**config.mk**
```make
export PLATFORM = sky130hd
export DESIGN_NAME = bst_ctrl
export DESIGN_NICKNAME = d
export VERILOG_FILES = /design/src/rtl/bst_pkg.sv /design/src/rtl/bst_ctrl.sv
export SDC_FILE = /design/constraint.sdc
export NUM_CORES = 1
export LEC_CHECK = 0
export BUFFER_PORTS_ARGS = -buffer_cell sky130_fd_sc_hd__buf_2
export CAP_MARGIN = 20
export CORE_AREA = 2 2 39 41
export CTS_BUF_LIST = sky130_fd_sc_hd__clkbuf_2 sky130_fd_sc_hd__clkbuf_4 sky130_fd_sc_hd__clkbuf_8
export CTS_CLUSTER_DIAMETER = 80
export CTS_CLUSTER_SIZE = 10
export DETAILED_ROUTE_END_ITERATION = 10
export DIE_AREA = 0 0 41 43
export MAX_ROUTING_LAYER = met4
export PLACE_DENSITY = 0.35
export SLEW_MARGIN = 20
export SYNTH_ARGS = -nofsm -noshare
export SYNTH_HDL_FRONTEND = slang
export SYNTH_SLANG_ARGS = --single-unit
```
**constraint.sdc**
```tcl
create_clock -name clk -period 1.6 [get_ports clk]
set_input_delay 0.16 -clock clk [delete_from_list [all_inputs] [get_ports clk]]
set_output_delay 0.16 -clock clk [all_outputs]
set_load 0.01 [all_outputs]
```
**src/rtl/bst_pkg.sv**
```systemverilog
// Shared types and constants for the binary search table.
// Used by bst_ctrl, bst_dp and binary_search_table; no dependencies.
`timescale 1ns / 1ps

package bst_pkg;

  // Default table depth
  localparam int unsigned TABLE_DEPTH_DEF = 1024;

  // Fixed field widths
  localparam int unsigned SIZE_W  = 11;
  localparam int unsigned INDEX_W = 10;
  localparam int unsigned ENTRY_W = 32;
  localparam int unsigned POS_W   = 10;

  // Packed bus widths, padded to whole bytes
  localparam int unsigned IN_DATA_W  = 48;
  localparam int unsigned OUT_DATA_W = 16;

  // Opcodes carried on in_tuser
  localparam logic OP_WRITE  = 1'b0;
  localparam logic OP_SEARCH = 1'b1;

  // Commands from the controller to the datapath
  typedef struct packed {
    logic wr;     // store one table entry
    logic load;   // start a search: capture key, set bounds
    logic rd;     // read the entry at the midpoint
    logic step;   // narrow the bounds after a mismatch
    logic emit;   // load the result into the output register
  } bst_cmd_t;

  // Status from the datapath to the controller
  typedef struct packed {
    logic active; // range still holds at least one entry
    logic match;  // probed entry equals the key
  } bst_stat_t;

endpackage

```
**src/rtl/bst_ctrl.sv**
```systemverilog
// Controller of the binary search table: accepts items, sequences the
// probes and owns the output valid flag. Depends on bst_pkg.
`timescale 1ns / 1ps

module bst_ctrl import bst_pkg::*; (
  input  logic      clk,
  input  logic      rst_n,
  input  logic      in_tvalid,
  output logic      in_tready,
  input  logic      in_tuser,
  output logic      out_tvalid,
  input  logic      out_tready,
  input  bst_stat_t stat,
  output bst_cmd_t  cmd,
  output logic      hit
);

  typedef enum logic [1:0] {
    ST_IDLE,
    ST_PROBE,
    ST_CMP,
    ST_FINISH
  } state_t;

  state_t state_r, state_nxt;
  logic   out_valid_r, out_valid_nxt;
  logic   slot_free;

  assign slot_free  = !out_valid_r || out_tready;
  assign in_tready  = (state_r == ST_IDLE);
  assign out_tvalid = out_valid_r;

  // Next state and commands
  always_comb begin
    state_nxt     = state_r;
    out_valid_nxt = out_valid_r && !out_tready;
    cmd           = '0;
    hit           = 1'b0;
    case (state_r)
      ST_IDLE: begin
        if (in_tvalid) begin
          if (in_tuser == OP_SEARCH) begin
            cmd.load  = 1'b1;
            state_nxt = ST_PROBE;
          end else begin
            cmd.wr = 1'b1;
          end
        end
      end
      ST_PROBE: begin
        if (stat.active) begin
          cmd.rd    = 1'b1;
          state_nxt = ST_CMP;
        end else begin
          state_nxt = ST_FINISH;
        end
      end
      ST_CMP: begin
        if (stat.match) begin
          hit       = 1'b1;
          state_nxt = ST_FINISH;
        end else begin
          cmd.step  = 1'b1;
          state_nxt = ST_PROBE;
        end
      end
      ST_FINISH: begin
        if (slot_free) begin
          cmd.emit      = 1'b1;
          out_valid_nxt = 1'b1;
          state_nxt     = ST_IDLE;
        end
      end
      default: begin
        state_nxt = ST_IDLE;
      end
    endcase
  end

  // Hold state and the output valid flag
  always_ff @(posedge clk) begin
    if (!rst_n) begin
      state_r     <= ST_IDLE;
      out_valid_r <= 1'b0;
    end else begin
      state_r     <= state_nxt;
      out_valid_r <= out_valid_nxt;
    end
  end

endmodule
```
==> results.toml, run 1 <==
[critical_path]
crit_type = "flip-flop to output port"
cp_top_family = "flip-flops"
critPathMaxFanout = 9
crit_path_top_delay_cell = "dfxtp_1"
worstPathRequired_ps = 1440
crit_buf_inv = 1
endpoint_kind = "output port"
cp.arrival_ps = 1150
cp-start-kind = "flip-flop"
cpPeakStageDelay_ps = 450
path_cells = "and2_2 > and2_1 > buf_2"

[drt]
drt_first_pass_iters = 2
drc = 0
vias_per_cell = 4.02
vias = 213
routedWlPerCell_um = 9.45
wirelength_um = 501
ant_nets = 0
drtIter0Drc = 2

[clocking]
clk_pin_slew_ps = 40
clockBufferDepth = 2
cts_resized = 0
cts_tree = "built"
clkLatencyLatePin_ps = 240
cts-root-buf = "clkbuf_4"
cts_made_buffers = 3
post-cts-setup-buffer-count = 0
htree_levels = 1
clock_sinks = 3
postCtsHoldBufs = 0

[final_layout]
layout_commonest_cell = "buf_2"
final_nets = 45
insertedDiodeCount = 0
utilization = 0.212
drive_gt1_frac = 0.568
final_cell_mix = "buf_2 (14), clkbuf_4 (4), dfxtp_1 (3)"
area_growth_pct = 51.9
fill_cells = 160

[timing]
finalCriticalPeriod_ps = 1310
worst-slew-pin-transition_ps = 302
max_slew_margin = 0.798
skew_ps = 4.62
hold_viol_final = 0
rsz0062_at_grt = "no"
finalSetupTns_ps = 0
min_period_over_period = 0.818
maxSlewViolCount = 0
setup_viol = 0
fmax_ghz = 0.764

[yosys]
syn_area_um2 = 193
synth.top_cell.area_share = 0.312
syn_inst = 20
yosysSeqAreaShare = 0.312
syn_nets = 27
synth_top_area_cell = "dfxtp_1"
post_synth.cell_area_avg_um2 = 9.63
yosys.cell_types.count = 16
synth_area_leaders = "dfxtp_1 (31%), buf_12 (10%), a2111oi_2 (7.8%)"
synth_seq_cells = 3
synth_warnings = 0

[min_path]
min-delay-path-class = "input port to flip-flop"

[power]
p_per_area_nw_per_um2 = 1030
irDropWorstVdd_mv = 0.205
power_leakage_nw = 0.149
pwr-share-comb = 0.188
p_int_w = 0.000222
p_sw_frac = 0.267
p_total_w = 0.000302
p_switching_w = 0.0000805
power_frac_clock = 0.505
p_seq_frac = 0.307

[placement]
gp_congestion = 0.633
portBuffers = 14

[run_status]
status = "finished, final reports clean"

[die]
core_area_um2 = 1380
die-area_um2 = 1760
boundaryPins = 15
placementRows = 14
initial_utilization = 0.139
fp.dieW_um = 41
die_y_um = 43

[grt]
antenna_found_initial = 0
grt_max_degree = 10
grt_pass1_vias = 205
grt_pass1_wl_um = 800
grt_use_total = 0.0771
grt.overflow.total = 0

[job]
drv_cap = 0
routing by layer:
layer | vias to the layer above | global-route usage | wire length [um]
li1 | 107 | - | -
met5 | - | - | 0
met3 | 2 | 0.0314 | 55
met1 | 90 | 0.0737 | 198
met2 | 14 | 0.0969 | 228
met4 | 0 | 0.100 | 19
cell usage after synthesis:
cell	instances
a21oi_1	2
nor4b_1	1
nor3b_1	1
inv_1	1
and3_1	1
nand2_1	1
and3b_1	1
and3b_2	1
nor2_1	1
nand2b_1	1
dfxtp_1	3
a2111oi_2	1
and2_2	1
a211oi_1	2
and2_1	1
buf_12	1
final cells by class:
| class | instances | area, um2 | area share |
|---|---|---|---|
| Timing Repair Buffer | 14 | 70.1 | 0.239 |
| Sequential cell | 3 | 60.1 | 0.205 |
| Multi-Input combinational cell | 15 | 109 | 0.372 |
| Clock buffer | 4 | 30.0 | 0.103 |
| Inverter | 1 | 3.75 | 0.0128 |
| Tap cell | 16 | 20.0 | 0.0684 |
cells by family after synthesis:
family	Yosys count	synth area share
and+or+nand+nor	10	0.357
DFF	3	0.312
buffers and inverters	2	0.123
AOI/OAI and AO/OA	5	0.208
worst register-to-register path: cells and delay by family (launching register included):
kind	cells	cell delay (ps)
AO/OA/AOI/OAI	1	320
flip-flops	1	450
AND/OR/NAND/NOR	1	240
power groups by stage:
stage                     sequential [W]  clock, W  combinational, W
final                          0.0000928  0.000152         0.0000567
after floorplan                0.0000889         0         0.0000479
after detailed placement       0.0000939         0         0.0000575
after global routing           0.0000947  0.000167         0.0000635
after CTS                      0.0000925  0.000160         0.0000578
after global placement         0.0000941         0         0.0000571
through the flow:
stage | hold slack, ps | instances | area [um2] | setup WS [ps]
after CTS | 193 | 53 | 293 | 286
after floorplan | 329 | 20 | 193 | 520
after global placement | 443 | 49 | 263 | 490
final | 197 | 53 | 293 | 292
after detailed placement | 445 | 49 | 263 | 489
after global routing | 203 | 53 | 293 | 199
final timing paths:
check        depth (start not counted)         end       start  slack [ps]
max                                  3      cmd[0]  state_r[0]         290
min                                  3  out_tvalid       rst_n         200
max reg2reg                          2  state_r[0]  state_r[1]         490
min reg2reg                          2  out_tvalid  state_r[0]         560
state kept, by name (all words and copies together), names as in the netlist:
name,flops
out_tvalid,1
state_r,2
(Power assumes the default switching activity.)
==> run 2, diff against run 1 <==
clock period = 1.25 ns   (was 1.6 ns; I/O delays follow)
==> results.toml, run 2 (same netlist as run 1, synthesis figures left out) <==
[die]
die-area_um2 = 1760
initial_utilization = 0.139
fp.dieW_um = 41
placementRows = 14
die_y_um = 43
boundaryPins = 15
core_area_um2 = 1380

[timing]
finalCriticalPeriod_ps = 1170
skew_ps = 1.09
maxSlewViolCount = 0
worst-slew-pin-transition_ps = 280
hold_viol_final = 0
min_period_over_period = 0.934
setup_viol = 0
max_slew_margin = 0.812
rsz0062_at_grt = "no"
fmax_ghz = 0.857
finalSetupTns_ps = 0

[job]
drv_cap = 0

[final_layout]
final_nets = 45
utilization = 0.221
insertedDiodeCount = 0
layout_commonest_cell = "buf_2"
drive_gt1_frac = 0.649
largest_reg_flops = 2
multi_input_area_um2 = 116
final_cell_mix = "buf_2 (14), clkbuf_4 (4), a21oi_1 (2), a211oi_1 (2)"
area_growth_pct = 58.4
register_area_um2 = 65.1
largest_register = "state_r"
fill_cells = 157

[clocking]
clk_pin_slew_ps = 40
clkLatencyLatePin_ps = 230
cts_made_buffers = 3
clock_sinks = 3
clockBufferDepth = 2
htree_levels = 1
cts-root-buf = "clkbuf_4"
cts_tree = "built"

[critical_path]
crit_path_top_delay_cell = "dfxtp_2"
endpoint_kind = "output port"
cp_top_family = "flip-flops"
worstPathRequired_ps = 1120
cpPeakStageDelay_ps = 400
cp.arrival_ps = 1040
path_cells = "and2_4 > and2_1 > buf_2"
cp-start-kind = "flip-flop"
crit_type = "flip-flop to output port"
critPathMaxFanout = 9
crit_buf_inv = 1

[placement]
portBuffers = 14
gp_congestion = 0.692

[power]
p_per_area_nw_per_um2 = 1270
irDropWorstVdd_mv = 0.477
power_leakage_nw = 0.152

[drt]
wirelength_um = 461
vias = 208
drc = 0
routedWlPerCell_um = 8.70
ant_nets = 0
drtIter0Drc = 2
drt_first_pass_iters = 3
vias_per_cell = 3.92

[grt]
antenna_found_initial = 0
grt_use_total = 0.0595
grt.overflow.total = 0
grt_max_degree = 10
grt_pass1_vias = 163
grt_pass1_wl_um = 641

[run_status]
status = "finished, final reports clean"

[min_path]
min-delay-path-class = "input port to flip-flop"
run 2: cell types whose count changed in the layout (fill, tap and decap cells not counted):
cell | previous run | this run
dfxtp_1 | 3 | 1
and2_2 | 1 | 0
and2_4 | 0 | 1
dfxtp_2 | 0 | 1
dfxtp_4 | 0 | 1
nor4b_1 | 1 | 0
nor4b_2 | 0 | 1
run 2: path summary, 6_finish.rpt:
kind         startpoint    endpoint  slack (ps)  depth (start not counted)
max          state_r[0]      cmd[0]          80                          3
max reg2reg  state_r[1]  state_r[0]         260                          2
min               rst_n  state_r[0]         160                          3
min reg2reg  state_r[0]  out_tvalid         530                          2
run 2: through the flow:
stage	std cells	total power [W]	area [um2]	worst slack, ps	hold slack (ps)
after floorplan	20	0.000175	193	193	294
after global placement	49	0.000193	263	206	413
after detailed placement	49	0.000192	263	172	424
after CTS	53	0.000396	295	34.5	160
after global routing	53	0.000417	305	25.9	174
final	53	0.000387	305	83.0	164
run 2: worst min-delay path: stages:
cell	delay [ps]
buf_2	90
inv_1	90
a2111oi_2	40
run 2: final cells by class:
type	instances	area share
Sequential cell	3	0.213
Multi-Input combinational cell	15	0.381
Tap cell	16	0.0656
Timing Repair Buffer	14	0.230
Clock buffer	4	0.0984
Inverter	1	0.0123
run 2: report_power, final:
| group | total (W) | switching (W) | internal [W] |
|---|---|---|---|
| logic | 0.0000745 | 0.0000348 | 0.0000397 |
| registers | 0.000121 | 0.0000155 | 0.000106 |
| clock network | 0.000192 | 0.0000506 | 0.000141 |
| total | 0.000387 | 0.000101 | 0.000287 |
run 2: per-layer routing:
layer / vias up / wire (um) / track usage
met4: 0 / 0 / 0.0200
met2: 14 / 178 / 0.0625
met5: - / 0 / -
met3: 0 / 68 / 0.0628
met1: 88 / 215 / 0.0732
li1: 106 / - / -
run 2: repair_timing:
item                                    4_1_cts  5_1_grt
hold buffers                                  0        0
gates cloned                                  0        0
gates resized for setup                       2        3
endpoints found under the setup margin        1        1
buffers inserted                              0        0
==> run 3, diff against run 2 <==
RECOVER_POWER = 25   (was default)
==> results.toml, run 3 (same netlist as run 1, synthesis figures left out) <==
[run_status]
status = "finished, final reports clean"

[die]
die-area_um2 = 1760
core_area_um2 = 1380
boundaryPins = 15
initial_utilization = 0.139
die_y_um = 43
fp.dieW_um = 41
placementRows = 14

[timing]
fmax_ghz = 0.857
hold_viol_final = 0
rsz0062_at_grt = "no"
setup_viol = 0
min_period_over_period = 0.934
maxSlewViolCount = 0
finalSetupTns_ps = 0
whs_ps = 164
setup_ws_ps = 82.9
skew_ps = 1.09
worst-slew-pin-transition_ps = 280
max_slew_margin = 0.812
finalCriticalPeriod_ps = 1170

[final_layout]
fill_cells = 157
area_growth_pct = 57.8
register_area_um2 = 65.1
utilization = 0.220
largest_reg_flops = 2
layout_commonest_cell = "buf_2"
insertedDiodeCount = 0
final_nets = 45
largest_register = "state_r"
stdcell_area_um2 = 304
final_cell_mix = "buf_2 (13), clkbuf_4 (4), a21oi_1 (2), a211oi_1 (2)"
drive_gt1_frac = 0.622
multi_input_area_um2 = 116

[drt]
ant_nets = 0
vias = 208
vias_per_cell = 3.92
wirelength_um = 462
drc = 0
routedWlPerCell_um = 8.72
drt_first_pass_iters = 3
drtIter0Drc = 2

[critical_path]
timing.rr.start = "state_r[1]"
cp-startpoint = "state_r[0]"
ff2ff_setup_slack_ps = 260
cpPeakStageDelay_ps = 400
worstPathRequired_ps = 1120
cp.arrival_ps = 1040
cp-start-kind = "flip-flop"
crit_path_top_delay_cell = "dfxtp_2"
critPathMaxFanout = 9
endpoint_kind = "output port"
path_cells = "and2_4 > and2_1 > buf_2"
crit_type = "flip-flop to output port"

[clocking]
postCtsHoldBufs = 0
cts-root-buf = "clkbuf_4"
htree_levels = 1
clkLatencyLatePin_ps = 230
clk_pin_slew_ps = 40
cts_made_buffers = 3
clock_sinks = 3
clockBufferDepth = 2
cts_tree = "built"

[power]
irDropWorstVdd_mv = 0.477
p_per_area_nw_per_um2 = 1270
power_leakage_nw = 0.148

[grt]
busiest_layer = "met1"
antenna_found_initial = 0
grt_max_degree = 10
use_met3 = 0.0628
grtUsageMet1 = 0.0732
grt_use_total = 0.0595
grt.overflow.total = 0
grt_pass1_vias = 163
grt_pass1_wl_um = 641
met2_usage = 0.0625

[placement]
placed_area_um2 = 263
gp_congestion = 0.692
portBuffers = 14
dp_slack_ps = 172

[job]
drv_cap = 0

[min_path]
holdCritStartpoint = "rst_n"
min-delay-path-class = "input port to flip-flop"
## run 3: cell count changes in the layout (fill, tap and decap cells not counted), sizes merged
cell    previous run  this run
buf               14        13
clkbuf             4         5
## run 3: area by class of cell
| class | instances | area share |
|---|---|---|
| Multi-Input combinational cell | 15 | 0.383 |
| Sequential cell | 3 | 0.214 |
| Tap cell | 16 | 0.0658 |
| Clock buffer | 4 | 0.0988 |
| Timing Repair Buffer | 14 | 0.226 |
| Inverter | 1 | 0.0123 |
## run 3: per-layer routing
layer	share of wire	routed length, um
met1	0.47	215
met2	0.39	178
met3	0.15	69
met4	0	0
met5	0	0
## run 3: path summary, 6_finish.rpt
check	endpoint	cells past startpoint
max reg2reg	state_r[0]	2
min	state_r[0]	3
max	cmd[0]	3
min reg2reg	out_tvalid	2
## run 3: through the flow
stage	power [W]	cells
final	0.000387	53
after detailed placement	0.000192	49
after global routing	0.000416	53
after global placement	0.000193	49
after floorplan	0.000175	20
after CTS	0.000396	53
## run 3: report_power, final
part,total (W),switching [W],leakage (nW),internal [W]
logic,0.0000743,0.0000348,0.104,0.0000395
registers,0.000121,0.0000155,0.0256,0.000106
clock network,0.000192,0.0000507,0.0184,0.000141
total,0.000387,0.000101,0.148,0.000286
## run 3: worst max-delay path, delay by kind of cell, from the launching register on
family | cells | cell delay (ps)
DFF | 1 | 400
and+or+nand+nor | 2 | 290
buffers and inverters | 1 | 120
## run 3: timing repair
item / CTS / global route
gates resized for setup: 2 / 3
setup endpoints to repair: 1 / 1
buffers inserted: 0 / 0
